===== config.mk =====
export PLATFORM = sky130hd
export DESIGN_NAME = metaphone_phonetic_encoder
export DESIGN_NICKNAME = d
export VERILOG_FILES = /design/src/hdl/mpe_pkg.sv /design/src/hdl/mpe_decode.sv /design/src/hdl/mpe_result_queue.sv /design/src/hdl/metaphone_phonetic_encoder.sv
export SDC_FILE = /design/constraint.sdc
export NUM_CORES = 1
export LEC_CHECK = 0
export BUFFER_PORTS_ARGS = -buffer_cell sky130_fd_sc_hd__buf_2
export CAP_MARGIN = 20
export CORE_MARGIN = 2
export CORE_UTILIZATION = 55
export DETAILED_ROUTE_END_ITERATION = 7
export PLACE_DENSITY = 0.86
export RECOVER_POWER = 50
export SETUP_SLACK_MARGIN = 0.05
export SLEW_MARGIN = 20
export SYNTH_ARGS = -nofsm -noshare
export SYNTH_HDL_FRONTEND = slang
export SYNTH_HIERARCHICAL = 1
export SYNTH_SLANG_ARGS = --single-unit
export TNS_END_PERCENT = 1

===== constraint.sdc =====
create_clock -name clk -period 7 [get_ports clk]
set_input_delay 0.35 -clock clk [delete_from_list [all_inputs] [get_ports clk]]
set_output_delay 0.35 -clock clk [all_outputs]
set_load 0.02 [all_outputs]

===== src/hdl/mpe_pkg.sv =====
`timescale 1ns / 1ps

package mpe_pkg;

	localparam int COUNT_BITS_DEF = 8;

	// phoneme letters with a meaning of their own
	localparam logic [7:0] SH_CODE = 8'h58;  // 'X'
	localparam logic [7:0] TH_CODE = 8'h30;  // '0'

	// result queue
	localparam int RQ_DEPTH = 8;
	localparam int RQ_PTR_W = $clog2(RQ_DEPTH);
	localparam int RQ_CNT_W = RQ_PTR_W + 1;
	localparam int RQ_SLOTS = 3;  // most words written by one engine step

	// register index, taken from paddr[2]
	localparam logic REG_LIMIT = 1'b0;
	localparam logic REG_MODE  = 1'b1;

	typedef struct packed {
		logic [7:0] phoneme;
		logic       no_phoneme;
		logic       last;
	} res_t;

	// byte window around the position under decode
	typedef struct packed {
		logic [7:0] cur;
		logic [7:0] prev;
		logic [7:0] b2;
		logic [7:0] b3;
		logic [7:0] n1;
		logic [7:0] n2;
		logic [7:0] n3;
	} win_t;

	typedef struct packed {
		logic [1:0] n_emit;
		logic [7:0] ph0;
		logic [7:0] ph1;
		logic [1:0] skip;
		logic       first_done;
	} dec_res_t;

	function automatic logic [7:0] fold_case(input logic [7:0] c);
		fold_case = (c inside {[8'h61:8'h7A]}) ? (c - 8'd32) : c;
	endfunction

	function automatic logic is_letter(input logic [7:0] c);
		is_letter = c inside {[8'h41:8'h5A]};
	endfunction

	function automatic logic vowel_byte(input logic [7:0] c);
		vowel_byte = c inside {"A", "E", "I", "O", "U"};
	endfunction

	function automatic logic blocks_h(input logic [7:0] c);
		blocks_h = c inside {"C", "G", "P", "S", "T"};
	endfunction

endpackage


===== src/hdl/mpe_decode.sv =====
`timescale 1ns / 1ps

module mpe_decode import mpe_pkg::*; #(
	parameter int COUNT_BITS = COUNT_BITS_DEF
) (
	input  win_t                  win,
	input  logic [1:0]            skip,
	input  logic                  first_done,
	input  logic [COUNT_BITS-1:0] count,
	input  logic [7:0]            limit,
	input  logic                  trad,
	output dec_res_t              res,
	output logic [COUNT_BITS-1:0] count_next
);

	localparam int CW = (COUNT_BITS > 8) ? COUNT_BITS : 8;

	function automatic logic at_cap(input logic [COUNT_BITS-1:0] c, input logic [7:0] lim);
		at_cap = (lim != 8'd0) && (CW'(c) >= CW'(lim));
	endfunction

	function automatic logic [COUNT_BITS-1:0] sat_inc(input logic [COUNT_BITS-1:0] c);
		sat_inc = (c == '1) ? c : c + 1'b1;
	endfunction

	logic                  handled;
	logic                  refined;
	logic [1:0]            want;
	logic [7:0]            w0;
	logic [7:0]            w1;
	logic [1:0]            skip_n;
	logic                  first_n;
	logic                  ok0;
	logic                  ok1;
	logic                  e0;
	logic                  e1;
	logic [COUNT_BITS-1:0] cnt1;

	assign refined = ~trad;
	assign cnt1    = sat_inc(count);
	assign ok0     = ~at_cap(count, limit);
	assign ok1     = ~at_cap(cnt1, limit);

	always_comb begin
		handled = 1'b0;
		want    = 2'd0;
		w0      = 8'h00;
		w1      = 8'h00;
		skip_n  = skip;
		first_n = first_done;
		if (skip != 2'd0) begin
			skip_n = skip - 2'd1;
		end else if (is_letter(win.cur)) begin
			first_n = 1'b1;
			if (!first_done) begin
				case (win.cur)
					"A": begin
						handled = 1'b1;
						want    = 2'd1;
						if (win.n1 == "E") begin
							w0     = "E";
							skip_n = 2'd1;
						end else begin
							w0 = "A";
						end
					end
					"G", "K", "P": begin
						if (win.n1 == "N") begin
							handled = 1'b1;
							want    = 2'd1;
							w0      = "N";
							skip_n  = 2'd1;
						end
					end
					"W": begin
						if (win.n1 == "R") begin
							handled = 1'b1;
							want    = 2'd1;
							w0      = "R";
							skip_n  = 2'd1;
						end else if (win.n1 == "H" || vowel_byte(win.n1)) begin
							handled = 1'b1;
							want    = 2'd1;
							w0      = "W";
							skip_n  = 2'd1;
						end
					end
					"X": begin
						handled = 1'b1;
						want    = 2'd1;
						w0      = "S";
					end
					"E", "I", "O", "U": begin
						handled = 1'b1;
						want    = 2'd1;
						w0      = win.cur;
					end
					default: ;
				endcase
			end
			// a capped word still skips nothing through the main rules
			if (!handled && ok0 && !(win.cur == win.prev && win.cur != "C")) begin
				case (win.cur)
					"B": begin
						if (win.prev != "M") begin
							want = 2'd1;
							w0   = "B";
						end
					end
					"C": begin
						want = 2'd1;
						if (win.n1 == "H") begin
							w0     = (refined && (win.prev == "S" || win.n2 == "R")) ? "K" : SH_CODE;
							skip_n = 2'd1;
						end else if (win.n1 == "I" && win.n2 inside {"A", "E", "Y"}) begin
							w0 = SH_CODE;
						end else if (refined && win.n1 == "C" && win.n2 == "H" && win.n3 == "W") begin
							w0     = SH_CODE;
							skip_n = 2'd2;
						end else begin
							w0 = "K";
						end
					end
					"D": begin
						want = 2'd1;
						if (win.n1 == "G" && win.n2 inside {"I", "E", "Y"}) begin
							w0     = "J";
							skip_n = 2'd1;
						end else begin
							w0 = "T";
						end
					end
					"G": begin
						if (win.n1 == "H") begin
							if (!(win.b3 == "B" || win.b2 == "D" || win.b2 == "H" ||
								win.prev == "H")) begin
								want   = 2'd1;
								w0     = "F";
								skip_n = 2'd1;
							end
						end else if (win.n1 == "N" && is_letter(win.n2) && !is_letter(win.n3)) begin
							want = 2'd1;
							w0   = "K";
						end else if (win.n1 == "E" && win.n2 inside {"Y", "I", "E"}) begin
							if (win.prev != "G") begin
								want = 2'd1;
								w0   = "J";
							end
						end else begin
							want = 2'd1;
							w0   = "K";
						end
					end
					"H": begin
						if (vowel_byte(win.n1) && !blocks_h(win.prev)) begin
							want = 2'd1;
							w0   = "H";
						end
					end
					"K": begin
						if (win.prev != "C") begin
							want = 2'd1;
							w0   = "K";
						end
					end
					"P": begin
						want = 2'd1;
						w0   = (win.n1 == "H") ? "F" : "P";
					end
					"Q": begin
						want = 2'd1;
						w0   = "K";
					end
					"S", "T": begin
						want = 2'd1;
						if (win.n1 == "I" && win.n2 inside {"O", "A"}) begin
							w0 = SH_CODE;
						end else if (win.n1 == "H") begin
							w0 = (win.cur == "S") ? SH_CODE : TH_CODE;
						end else if (win.cur == "S") begin
							w0 = (refined && win.n1 == "C" && win.n2 == "H" && win.n3 == "W") ?
								SH_CODE : "S";
						end else if (win.n1 == "C" && win.n2 == "H") begin
							want = 2'd0;  // TCH: the CH carries the sound
						end else begin
							w0 = "T";
						end
					end
					"V": begin
						want = 2'd1;
						w0   = "F";
					end
					"W", "Y": begin
						if (vowel_byte(win.n1)) begin
							want = 2'd1;
							w0   = win.cur;
						end
					end
					"X": begin
						want = 2'd2;
						w0   = "K";
						w1   = "S";
					end
					"Z": begin
						want = 2'd1;
						w0   = "S";
					end
					"F", "J", "L", "M", "N", "R": begin
						want = 2'd1;
						w0   = win.cur;
					end
					default: ;
				endcase
			end
		end
	end

	// each phoneme checks the cap on its own, so KS can stop after the K
	assign e0 = (want != 2'd0) && ok0;
	assign e1 = (want == 2'd2) && e0 && ok1;

	assign count_next = e1 ? sat_inc(cnt1) : (e0 ? cnt1 : count);

	assign res.n_emit     = {1'b0, e0} + {1'b0, e1};
	assign res.ph0        = w0;
	assign res.ph1        = w1;
	assign res.skip       = skip_n;
	assign res.first_done = first_n;

endmodule


===== src/hdl/mpe_result_queue.sv =====
`timescale 1ns / 1ps

module mpe_result_queue import mpe_pkg::*; #(
	parameter int DEPTH = RQ_DEPTH
) (
	input  logic                       clk,
	input  logic                       arst_n,
	input  logic [1:0]                 wr_n,
	input  res_t [RQ_SLOTS-1:0]        wr_data,
	input  logic                       rd_ready,
	output logic                       rd_valid,
	output res_t                       rd_data,
	output logic [$clog2(DEPTH):0]     count
);

	localparam int PW = $clog2(DEPTH);

	res_t          mem_q [DEPTH];
	logic [PW-1:0] wr_ptr_q;
	logic [PW-1:0] rd_ptr_q;
	logic [PW:0]   count_q;
	logic          pop;

	assign rd_valid = (count_q != '0);
	assign rd_data  = mem_q[rd_ptr_q];
	assign pop      = rd_valid & rd_ready;
	assign count    = count_q;

	always_ff @(posedge clk) begin
		for (int k = 0; k < RQ_SLOTS; k++) begin
			if (2'(k) < wr_n) begin
				mem_q[wr_ptr_q + PW'(k)] <= wr_data[k];
			end
		end
	end

	always_ff @(posedge clk or negedge arst_n) begin
		if (!arst_n) begin
			wr_ptr_q <= '0;
			rd_ptr_q <= '0;
			count_q  <= '0;
		end else begin
			wr_ptr_q <= wr_ptr_q + PW'(wr_n);
			if (pop) begin
				rd_ptr_q <= rd_ptr_q + 1'b1;
			end
			count_q <= count_q + (PW + 1)'(wr_n) - (PW + 1)'(pop);
		end
	end

endmodule


===== src/hdl/metaphone_phonetic_encoder.sv =====
`timescale 1ns / 1ps

// Channel   Dir  Handshake          Payload
// s_*       in   s_tvalid/s_tready  tdata[7:0] char_code; tlast word_end
// m_*       out  m_tvalid/m_tready  tdata[7:0] phoneme; tuser no_phoneme; tlast last
// APB       in   psel/penable       0x0 phoneme_limit[7:0]; 0x4 traditional_mode[0]
//
// One byte is taken per cycle while the queue has room and no word is draining;
// a position is decoded once three bytes follow it. After the last byte of a
// word the single rule decoder drains the look-ahead window (one to four bytes).
// Words go out one per cycle while m_tready is high, from an 8-entry queue;
// input stalls while fewer than three entries are free.
// Reset clears the windows, word state and queue, and loads limit 0, mode 1.

module metaphone_phonetic_encoder import mpe_pkg::*; #(
	parameter int COUNT_BITS = COUNT_BITS_DEF
) (
	input  logic        clk,
	input  logic        arst_n,
	input  logic        s_tvalid,
	output logic        s_tready,
	input  logic [7:0]  s_tdata,   // [7:0] char_code
	input  logic        s_tlast,
	output logic        m_tvalid,
	input  logic        m_tready,
	output logic [7:0]  m_tdata,   // [7:0] phoneme
	output logic        m_tuser,   // [0] no_phoneme
	output logic        m_tlast,
	input  logic        psel,
	input  logic        penable,
	input  logic        pwrite,
	input  logic [2:0]  paddr,
	input  logic [31:0] pwdata,
	output logic [31:0] prdata,
	output logic        pready
);

	// config registers
	logic [7:0] limit_q;
	logic       trad_q;

	// input register
	logic       valid_s1;
	logic [7:0] char_s1;
	logic       end_s1;

	// word state
	logic [7:0]            ahead_q  [4];
	logic [7:0]            behind_q [3];
	logic [1:0]            fill_q;
	logic [1:0]            skip_q;
	logic [COUNT_BITS-1:0] count_q;
	logic                  first_q;
	logic                  flush_q;
	logic                  hold_v_q;
	logic [7:0]            hold_ph_q;

	logic [7:0]            view [4];
	logic [2:0]            fill_eff;
	logic [2:0]            fill_after;
	logic                  room;
	logic                  step_push;
	logic                  step_flush;
	logic                  step;
	logic                  dec_en;
	logic                  in_end;
	logic                  final_step;
	win_t                  win;
	dec_res_t              dec;
	logic [COUNT_BITS-1:0] count_next;
	logic [1:0]            e_n;
	logic                  p_hold;
	logic                  p0;
	logic                  p1;
	res_t [RQ_SLOTS-1:0]   slot;
	logic [1:0]            wr_n;
	res_t                  head;
	logic [RQ_CNT_W-1:0]   q_count;

	// ---------------- APB ----------------
	assign pready = 1'b1;

	always_ff @(posedge clk or negedge arst_n) begin
		if (!arst_n) begin
			limit_q <= 8'd0;
			trad_q  <= 1'b1;
		end else if (psel && penable && pwrite && pready) begin
			case (paddr[2])
				REG_LIMIT: limit_q <= pwdata[7:0];
				REG_MODE:  trad_q  <= pwdata[0];
				default: ;
			endcase
		end
	end

	always_comb begin
		prdata = 32'd0;
		if (paddr[1:0] == 2'd0) begin
			case (paddr[2])
				REG_LIMIT: prdata = {24'd0, limit_q};
				REG_MODE:  prdata = {31'd0, trad_q};
				default:   prdata = 32'd0;
			endcase
		end
	end

	// ---------------- step control ----------------
	assign room       = (q_count <= RQ_CNT_W'(RQ_DEPTH - RQ_SLOTS));
	assign step_push  = valid_s1 && !flush_q && room;
	assign step_flush = flush_q && room;
	assign step       = step_push || step_flush;
	assign s_tready   = !valid_s1 || step_push;

	always_ff @(posedge clk or negedge arst_n) begin
		if (!arst_n) begin
			valid_s1 <= 1'b0;
		end else if (s_tvalid && s_tready) begin
			valid_s1 <= 1'b1;
		end else if (step_push) begin
			valid_s1 <= 1'b0;
		end
	end

	always_ff @(posedge clk) begin
		if (s_tvalid && s_tready) begin
			char_s1 <= fold_case(s_tdata);
			end_s1  <= s_tlast;
		end
	end

	// window as the decoder sees it, with this cycle's byte written in
	always_comb begin
		for (int i = 0; i < 4; i++) begin
			view[i] = (step_push && fill_q == 2'(i)) ? char_s1 : ahead_q[i];
		end
	end

	assign fill_eff   = {1'b0, fill_q} + {2'b00, step_push};
	assign fill_after = fill_eff - 3'd1;
	assign in_end     = step_flush || (step_push && end_s1);
	assign dec_en     = in_end || (step_push && fill_eff == 3'd4);
	assign final_step = in_end && (fill_after == 3'd0);

	assign win.cur  = view[0];
	assign win.prev = behind_q[0];
	assign win.b2   = behind_q[1];
	assign win.b3   = behind_q[2];
	assign win.n1   = view[1];
	assign win.n2   = view[2];
	assign win.n3   = view[3];

	mpe_decode #(
		.COUNT_BITS (COUNT_BITS)
	) u_decode (
		.win        (win),
		.skip       (skip_q),
		.first_done (first_q),
		.count      (count_q),
		.limit      (limit_q),
		.trad       (trad_q),
		.res        (dec),
		.count_next (count_next)
	);

	assign e_n = dec_en ? dec.n_emit : 2'd0;

	always_ff @(posedge clk or negedge arst_n) begin
		if (!arst_n) begin
			for (int i = 0; i < 4; i++) ahead_q[i] <= 8'h00;
			for (int i = 0; i < 3; i++) behind_q[i] <= 8'h00;
			fill_q    <= 2'd0;
			skip_q    <= 2'd0;
			count_q   <= '0;
			first_q   <= 1'b0;
			flush_q   <= 1'b0;
			hold_v_q  <= 1'b0;
			hold_ph_q <= 8'h00;
		end else if (step) begin
			if (final_step) begin
				for (int i = 0; i < 4; i++) ahead_q[i] <= 8'h00;
				for (int i = 0; i < 3; i++) behind_q[i] <= 8'h00;
				fill_q   <= 2'd0;
				skip_q   <= 2'd0;
				count_q  <= '0;
				first_q  <= 1'b0;
				flush_q  <= 1'b0;
				hold_v_q <= 1'b0;
			end else if (dec_en) begin
				for (int i = 0; i < 3; i++) ahead_q[i] <= view[i+1];
				ahead_q[3]  <= 8'h00;
				behind_q[0] <= view[0];
				behind_q[1] <= behind_q[0];
				behind_q[2] <= behind_q[1];
				fill_q      <= fill_after[1:0];
				skip_q      <= dec.skip;
				count_q     <= count_next;
				first_q     <= dec.first_done;
				flush_q     <= in_end;
				// inside the closing run the newest word waits for its last flag
				if (in_end && e_n != 2'd0) begin
					hold_v_q  <= 1'b1;
					hold_ph_q <= (e_n == 2'd2) ? dec.ph1 : dec.ph0;
				end
			end else begin
				for (int i = 0; i < 4; i++) ahead_q[i] <= view[i];
				fill_q <= fill_eff[1:0];
			end
		end
	end

	// ---------------- queue writes ----------------
	always_comb begin
		p_hold = 1'b0;
		p0     = 1'b0;
		p1     = 1'b0;
		if (step) begin
			if (!in_end) begin
				p0 = (e_n != 2'd0);
				p1 = (e_n == 2'd2);
			end else if (!final_step) begin
				p_hold = hold_v_q && (e_n != 2'd0);
				p0     = (e_n == 2'd2);
			end else begin
				p_hold = hold_v_q;
				p0     = (e_n != 2'd0);
				p1     = (e_n == 2'd2);
			end
		end
	end

	always_comb begin
		slot = '0;
		wr_n = 2'd0;
		if (p_hold) begin
			slot[wr_n] = '{phoneme: hold_ph_q, no_phoneme: 1'b0, last: 1'b0};
			wr_n       = wr_n + 2'd1;
		end
		if (p0) begin
			slot[wr_n] = '{phoneme: dec.ph0, no_phoneme: 1'b0, last: 1'b0};
			wr_n       = wr_n + 2'd1;
		end
		if (p1) begin
			slot[wr_n] = '{phoneme: dec.ph1, no_phoneme: 1'b0, last: 1'b0};
			wr_n       = wr_n + 2'd1;
		end
		if (step && final_step) begin
			if (wr_n == 2'd0) begin
				// nothing came out at the close: a marker word ends the word
				slot[0] = '{phoneme: 8'h00, no_phoneme: (count_q == '0), last: 1'b1};
				wr_n    = 2'd1;
			end else begin
				slot[wr_n - 2'd1].last = 1'b1;
			end
		end
	end

	mpe_result_queue #(
		.DEPTH (RQ_DEPTH)
	) u_queue (
		.clk      (clk),
		.arst_n   (arst_n),
		.wr_n     (wr_n),
		.wr_data  (slot),
		.rd_ready (m_tready),
		.rd_valid (m_tvalid),
		.rd_data  (head),
		.count    (q_count)
	);

	assign m_tdata = head.phoneme;
	assign m_tuser = head.no_phoneme;
	assign m_tlast = head.last;

	// ---------------- checks ----------------
	a_hold_in_drain: assert property (@(posedge clk) disable iff (!arst_n)
		hold_v_q |-> flush_q)
		else $error("held word outside a word close");

	a_drain_has_work: assert property (@(posedge clk) disable iff (!arst_n)
		flush_q |-> (fill_q != 2'd0))
		else $error("draining with an empty window");

	a_word_clears: assert property (@(posedge clk) disable iff (!arst_n)
		(step && final_step) |=> (fill_q == 2'd0 && count_q == '0 && !first_q &&
			!hold_v_q && !flush_q))
		else $error("word state not cleared after word close");

	a_skip_range: assert property (@(posedge clk) disable iff (!arst_n)
		skip_q != 2'd3)
		else $error("skip count out of range");

endmodule

==> summary.txt, run 1 <==
Status
  • Outcome: finished, violations left
  • Failing checks: design-rule violations, max-capacitance violations, max-slew violations

Logic synthesis
  • Synthesized cell area: 0.01452 mm²
  • EDFF count, synth: 89
  • Syn. warnings: 6
  • Synth Flop Type: dfrtp_1
  • Sequential share of the synthesized area: 35.48%
  • Synth Register Bits: 188
  • Yosys cell types: 114
  • Ys async rst share: 52.66%
  • Avg Cell Area, Syn: 9.236 µm²
  • Mapped Cells: 1572

CTS
  • Root Buffer: clkbuf_16
  • Number of CTS-inserted buffers: 17
  • CTS sink cnt: 188
  • Reg clk slew, reported paths: 80 ps
  • Clock buffer depth: 2
  • CTS H-Tree Depth: 4
  • CTS tree: built
  • Worst-Skew Late Latency: 450 ps

Routing
  • DR DRC count: 9
  • First-pass detailed-route iteration total: 8
  • WL per Instance: 22.49 µm
  • Vias per cell: 7.059
  • Overall routed net length: 43.49 mm
  • Via count: 13653
  • Starting DRC count in detailed routing: 2410
  • DRT antenna net count: 0

Floorplan
  • Die Wd: 166.5 µm
  • Core Area: 0.02598 mm²
  • I/O Pins: 96
  • Initial Util: 55.87%
  • FP Rows: 59
  • Vert. Die Dim: 166.5 µm
  • DIE AREA: 0.02771 mm²

Cells and area
  • Fill cells: 2099
  • Area grow syn2layout: 8.368%
  • Antenna diodes: 0
  • Ratio of cells with drive above 1 in the final layout: 16.07%
  • Final non-filler cell total: 1934
  • Most frequent cells in the layout: 193 x nand2_1, 102 x nor3_1, 95 x dfrtp_1
  • Commonest non-fill, non-tap cell in the layout: nand2_1
  • Nets@finish: 1678

Placed design
  • Setup WS pre-CTS: 25.71 ps
  • Final GP Congestion: 1.028
  • DP Cell Count: 1890
  • Dpl hpwl: 27.97 mm
  • IO buf count: 46

Pwr
  • Pwr Total: 6.157 mW
  • Maximum vdd drop: 0.2819 mV
  • Leakage: 6.216 nW
  • Cell Pwr Density: 391.3 mW/mm²

Timing
  • Hold Fails Final Rpt: 0
  • Post-route clock period utilization: 96.83%
  • Slew Limit Headroom: -145.1%
  • Slew Viols, Final: 164
  • Peak Freq: 147.5 MHz
  • Worst Skew: 14.07 ps
  • Unrepaired setup endpoints after global routing: yes
  • Setup ws final: 222.1 ps
  • Hold WS: 81.32 ps
  • Min Tclk post-route: 6778 ps
  • Setup violations, final: 0
  • Actual slew at the worst max-slew pin: 3676 ps

Worst hold path
  • HP Class: input pin to flip-flop

Setup path
  • CP most frequent cell: buf_4
  • CP required: 7260 ps
  • Arrival time worst endpoint: 7040 ps
  • Worst path cell trace: nand2b_1 -> or4_4 -> mux2_4 -> nor2b_1 -> a2111o_1 -> a311o_1 -> a31oi_4 -> a2111oi_2 -> buf_4 -> ha_2 -> o22a_1 -> o211ai_1 -> a21oi_1 -> inv_1 -> ha_1 -> nor3_1 -> nor2b_2 -> a21oi_2 -> buf_4 -> buf_4 -> nand3_2 -> or2_1 -> a31oi_1
  • Top delay family on crit path: compound AO/OA/AOI/OAI gates
  • Critical-path top delay cell: or4_4
  • Crit Path Max Fanout: 13
  • Startpoint Class: flip-flop
  • Worst setup EP type: flip-flop
  • Setup CP Type: flip-flop to flip-flop
  • WP buf/inv: 4
  • Max incr delay on CP: 620 ps

GRT
  • Tot GR Track Use: 29.66%
  • Largest net degree at the start of global routing: 85
  • First-pass GRT wire length: 66.91 mm
  • Via count of the first global-routing pass: 12799
  • Initial antenna violation count: 0
  • GRT overflow: 0

Flow run
  • Max Cap Viol: 4
==> per-layer routing <==
| metal | wire, µm | up-vias | GRT usage, % |
|---|---|---|---|
| li1 | - | 5936 | - |
| met1 | 15870 | 6396 | 37.89 |
| met2 | 19960 | 1074 | 47.81 |
| met3 | 5109 | 247 | 5.323 |
| met4 | 2549 | 0 | 16.64 |
| met5 | 0 | - | 0 |
==> worst reg2reg max path, delay by kind of cell, from the launching register on <==
| kind | cells | cell delay, ps |
|---|---|---|
| AO/OA/AOI/OAI | 9 | 2330 |
| AND/OR/NAND/NOR | 7 | 2080 |
| flip-flops | 1 | 470 |
| buffers and inverters | 4 | 660 |
| adder cells (fa/ha/maj) | 2 | 630 |
| multiplexers | 1 | 440 |
==> cell type report <==
cell class / count / area (µm²) / area share [%]
Multi-Input combinational cell: 1210 / 8603 / 54.68
Sequential cell: 188 / 5155 / 32.76
Timing Repair Buffer: 115 / 732.0 / 4.652
Clock buffer: 17 / 425.4 / 2.704
Tap cell: 335 / 419.2 / 2.664
Inverter: 54 / 202.7 / 1.288
Clock inverter: 15 / 196.4 / 1.249
==> Yosys cell counts, types with 12 or more instances <==
master      n  share of area [%]
a31oi_1    86                3.7
a22oi_1    16               0.83
o22ai_1    14               0.60
buf_1      16               0.41
mux4_1     12                2.2
dfrtp_1    98                 17
and4_1     12               0.72
nor2b_1    15               0.65
mux2_2     36                2.8
nor3_1    103                3.6
clkbuf_1   56                1.4
buf_4      40                2.1
ha_1       38                3.3
nand3_1    20               0.69
and2_1     18               0.78
o21ai_1    37                1.3
nand2b_1   17               0.73
o211ai_1   12               0.62
inv_1      53                1.4
o21ai_0    80                2.8
nand2_1   193                5.0
edfxtp_1   89                 18
a22o_1     47                2.8
buf_2      37                1.3
nor2_1     43                1.1
a21oi_1    37                1.3
nand4_1    12               0.52
xnor2_1    18                1.1
a21o_1     15               0.78
and4b_1    22                1.5
mux2i_1    20                1.4
and3_1     15               0.65
==> power breakdown <==
group / switching (mW) / internal, mW / total [mW]
clock network: 0.526 / 0.498 / 1.02
logic: 2.21 / 1.18 / 3.39
registers: 0.307 / 1.44 / 1.75
==> logic make-up after synthesis <==
kind of cell | count (synthesis) | synth area share (%)
compound gates | 436 | 20.87
xor+xnor | 22 | 1.431
fa+ha+maj | 42 | 3.757
buf+inv | 209 | 7.067
flops | 188 | 35.48
mux | 84 | 8.411
other cells | 3 | 0.07755
simple gates | 588 | 22.91
==> registers in the layout, summed over array words and instances (netlist names), 4 cells and up <==
signal / flops
limit_q: 8
u_queue/mem_q: 80
ahead_q: 32
count_q: 8
behind_q: 24
u_queue/count: 4
hold_ph_q: 8
char_s1: 8
==> stage by stage <==
| stage | area [µm²] | TNS [ps] | util [%] |
|---|---|---|---|
| after floorplan | 14640 | 0 | - |
| after global placement | 14960 | 0 | 57.59 |
| after detailed placement | 14960 | 0 | 57.59 |
| after CTS | 15600 | 0 | 60.04 |
| after global routing | 15730 | -126.6 | 60.55 |
| final | 15730 | 0 | 60.55 |
==> worst paths after layout <==
| kind | startpoint | end | slack, ps | depth (start not counted) |
|---|---|---|---|---|
| max | flush_q | u_queue/mem_q[1][8] | 220 | 23 |
| min | s_tlast | end_s1 | 80 | 1 |
| max reg2reg | flush_q | u_queue/mem_q[1][8] | 220 | 23 |
| min reg2reg | ahead_q[7] | ahead_q[7] | 490 | 2 |
| max in group asynchronous | arst_n | valid_s1 | 1420 | 3 |
| min in group asynchronous | arst_n | behind_q[9] | 1000 | 2 |
==> what timing repair did <==
item                                    in CTS  in global routing
gates cloned                                 0                  3
endpoints found under the setup margin      41                163
pin swaps                                    0                  3
endpoints found under the hold margin       31                  0
setup buffers                                0                  7
gates resized for setup                      2                 19
hold buffers                                 1                  0
(Power assumes the default switching activity.)
==> inputs of run 2 (changes only) <==
Settings changed: PLACE_DENSITY 0.86 to 0.77, SYNTH_HIERARCHICAL 1 to not set.
==> summary.txt, run 2 <==
Status
  • Outcome: finished, violations left
  • Failing checks: max-capacitance violations, max-slew violations

Setup path
  • R2R Setup Slk: 400 ps
  • CP most frequent cell: ha_1
  • Reg2reg end: u_queue.mem_q[7][7]
  • WP buf/inv: 2
  • Max incr delay on CP: 680 ps
  • Crit Path Max Fanout: 15
  • Startpoint Class: flip-flop
  • Worst R2R Path Depth: 19
  • Arrival time worst endpoint: 6780 ps
  • Critical-path top delay cell: o21ai_0
  • RR Startpoint: u_queue.count[3]
  • Setup CP Type: flip-flop to flip-flop
  • Worst path cell trace: inv_1 -> ha_1 -> and2_1 -> nor4_4 -> buf_4 -> mux2i_1 -> o2bb2ai_1 -> o41ai_2 -> nand2b_4 -> and3b_1 -> ha_1 -> nor2_1 -> nor3_1 -> o21a_1 -> ha_1 -> xor2_1 -> nand3_1 -> o21ai_0 -> o22ai_1
  • Worst setup EP type: flip-flop
  • CP required: 7190 ps
  • Top delay family on crit path: simple AND/OR/NAND/NOR gates

GRT
  • Initial antenna violation count: 0
  • GRT overflow: 0
  • Via count of the first global-routing pass: 11579
  • Largest net degree at the start of global routing: 56
  • First-pass GRT wire length: 62.02 mm
  • Tot GR Track Use: 29.49%

Placed design
  • Dpl hpwl: 28.48 mm
  • Final GP Congestion: 1.021
  • IO buf count: 46
  • Setup WS pre-CTS: 444.4 ps
  • Cell Area, Placed: 0.01429 mm²

Logic synthesis
  • Avg Cell Area, Syn: 9.220 µm²
  • Top cell type's share of synthesized area: 19.43%
  • Yosys cell types: 102
  • Synth Flop Type: dfrtp_1
  • Mapped Cells: 1492
  • Post-synthesis adder-cell area fraction: 3.893%
  • Main combinational cell family by area after synthesis: simple AND/OR/NAND/NOR gates
  • Post-synthesis compound-gate area fraction: 18.94%
  • Synth area leaders: edfxtp_1 19%, dfrtp_1 18%, nand2_1 5.2%, ha_1 3.5%, mux2i_1 3.3%
  • Sequential share of the synthesized area: 37.45%
  • Top post-synthesis cells by count: 190 x nand2_1, 103 x nor2_1, 98 x dfrtp_1
  • Most common cell in the synthesized netlist: nand2_1
  • EDFF count, synth: 89
  • Ys async rst share: 52.66%
  • Post-Synth XOR/XNOR Area: 1.974%
  • Synth area leader: edfxtp_1
  • Simple-gate share of the synthesized area: 22.42%
  • Synth Register Bits: 188
  • Synthesized cell area: 0.01376 mm²
  • Mux cell area share after synthesis: 9.514%
  • Syn. warnings: 0

Cells and area
  • Area grow syn2layout: 8.132%
  • Fin area: 0.01487 mm²
  • Commonest non-fill, non-tap cell in the layout: nand2_1
  • Nets@finish: 1608
  • Antenna diodes: 0
  • Top Registers: u_queue.mem_q: 80 flops, ahead_q: 32 flops, behind_q: 24 flops
  • Most flops, register: u_queue.mem_q
  • Fill cells: 2111
  • Max FFs per register: 80
  • Ratio of cells with drive above 1 in the final layout: 13.66%
  • Most frequent cells in the layout: 190 x nand2_1, 103 x nor2_1, 98 x dfrtp_1

Timing
  • Worst Skew: 17.89 ps
  • Peak Freq: 151.6 MHz
  • Unrepaired setup endpoints after global routing: yes
  • Post-route clock period utilization: 94.23%
  • Setup TNS: 0 ps
  • Slew Viols, Final: 152
  • Actual slew at the worst max-slew pin: 2883 ps
  • Setup ws final: 404.0 ps
  • Hold Fails Final Rpt: 0
  • Slew Limit Headroom: -92.22%
  • Setup violations, final: 0
  • Min Tclk post-route: 6596 ps

Floorplan
  • Core Area: 0.02446 mm²
  • Vert. Die Dim: 162.1 µm
  • I/O Pins: 96
  • Die Wd: 162.1 µm
  • FP Rows: 57
  • Initial Util: 56.23%
  • DIE AREA: 0.02629 mm²

Worst hold path
  • Hold Crit Start: s_tlast
  • Hold depth: 1
  • Hold worst-path end: end_s1
  • HP Class: input pin to flip-flop

Pwr
  • Cell Pwr Density: 358.3 mW/mm²
  • Internal: 2.851 mW
  • Leakage: 5.857 nW
  • Seq pwr share: 33.5%
  • Sw frac: 46.52%
  • Logic pwr share: 47.4%
  • Maximum vdd drop: 0.1982 mV
  • NetSw: 2.479 mW
  • Clock share of power: 19.1%

Routing
  • First-pass detailed-route iteration total: 5
  • WL per Instance: 20.72 µm
  • Via count: 12197
  • DRT antenna net count: 0
  • Vias per cell: 6.579
  • DR DRC count: 0
  • Starting DRC count in detailed routing: 1175
  • Overall routed net length: 38.42 mm

CTS
  • Clock buffer depth: 2
  • Reg clk slew, reported paths: 90 ps
  • Number of CTS-inserted buffers: 17
  • Setup repair bufs after CTS: 0
  • CTS tree: built
  • CTS H-Tree Depth: 4
  • CTS sink cnt: 188
  • Worst-Skew Late Latency: 450 ps
  • Root Buffer: clkbuf_16

Flow run
  • Max Cap Viol: 3
run 2: worst reg2reg max path, delay by kind of cell (launching register included):
family,cells,cell delay [ps]
AND/OR/NAND/NOR,7,1920
flip-flops,1,360
AO/OA/AOI/OAI,5,1790
XOR/XNOR,1,600
adder cells (fa/ha/maj),3,910
buffers and inverters,2,390
multiplexers,1,360
run 2: area by class of cell:
type	instances	area, µm²	share of cell area [%]
clock buffer	17	425.4	2.860
tap	324	405.4	2.725
inverter	56	210.2	1.413
timing repair buffer	96	560.5	3.769
sequential	188	5151	34.63
multi-input combinational	1158	7923	53.26
clock inverter	15	198.9	1.337
run 2: per-layer routing:
| metal | GRT usage [%] | vias to the layer above | wire length [µm] |
|---|---|---|---|
| met5 | 0 | - | 0 |
| met4 | 12.63 | 0 | 1528 |
| met3 | 4.009 | 121 | 2631 |
| met2 | 48.09 | 584 | 18210 |
| met1 | 39.67 | 5893 | 16050 |
| li1 | - | 5599 | - |
run 2: kinds of logic after synthesis:
kind of cell    Yosys count
compound gates          371
xor+xnor                 31
fa+ha+maj                42
buf+inv                 169
flops                   188
mux                     100
other cells               2
simple gates            589
run 2: power by group through the flow:
stage	registers [mW]	logic [mW]	clock network (mW)
2_1_floorplan	1.54	2.06	0
3_3_place_gp	1.79	2.45	0
3_5_place_dp	1.80	2.51	0
4_1_cts	1.77	2.52	1.02
5_1_grt	1.82	2.77	1.07
6_report	1.79	2.53	1.02
run 2: repair_timing:
item	4_1_cts	5_1_grt
setup endpoints to repair	0	30
hold endpoints to repair	54	0
hold buffers	1	0
resized for setup	0	5
run 2: metrics by stage:
| step | std cells | hold slack, ps | power, mW | util [%] |
|---|---|---|---|---|
| after floorplan | 1515 | 54.41 | 3.600 | - |
| after global placement | 1821 | 439.1 | 4.232 | 58.41 |
| after detailed placement | 1821 | 433.5 | 4.301 | 58.41 |
| after CTS | 1854 | 93.14 | 5.316 | 61.00 |
| after global routing | 1854 | 89.14 | 5.653 | 60.81 |
| final | 1854 | 96.43 | 5.330 | 60.81 |
run 2: how the worst max path moves through the flow:
| stage | from | end | cells after the start |
|---|---|---|---|
| after floorplan | u_queue.count[2] | u_queue.mem_q[3][0] | 25 |
| after detailed placement | u_queue.count[3] | u_queue.mem_q[2][3] | 23 |
| after global placement | u_queue.count[3] | u_queue.mem_q[2][3] | 22 |
| after CTS | u_queue.count[3] | u_queue.mem_q[2][3] | 23 |
| final | u_queue.count[3] | u_queue.mem_q[7][7] | 19 |
| after global routing | u_queue.count[3] | u_queue.mem_q[7][5] | 23 |
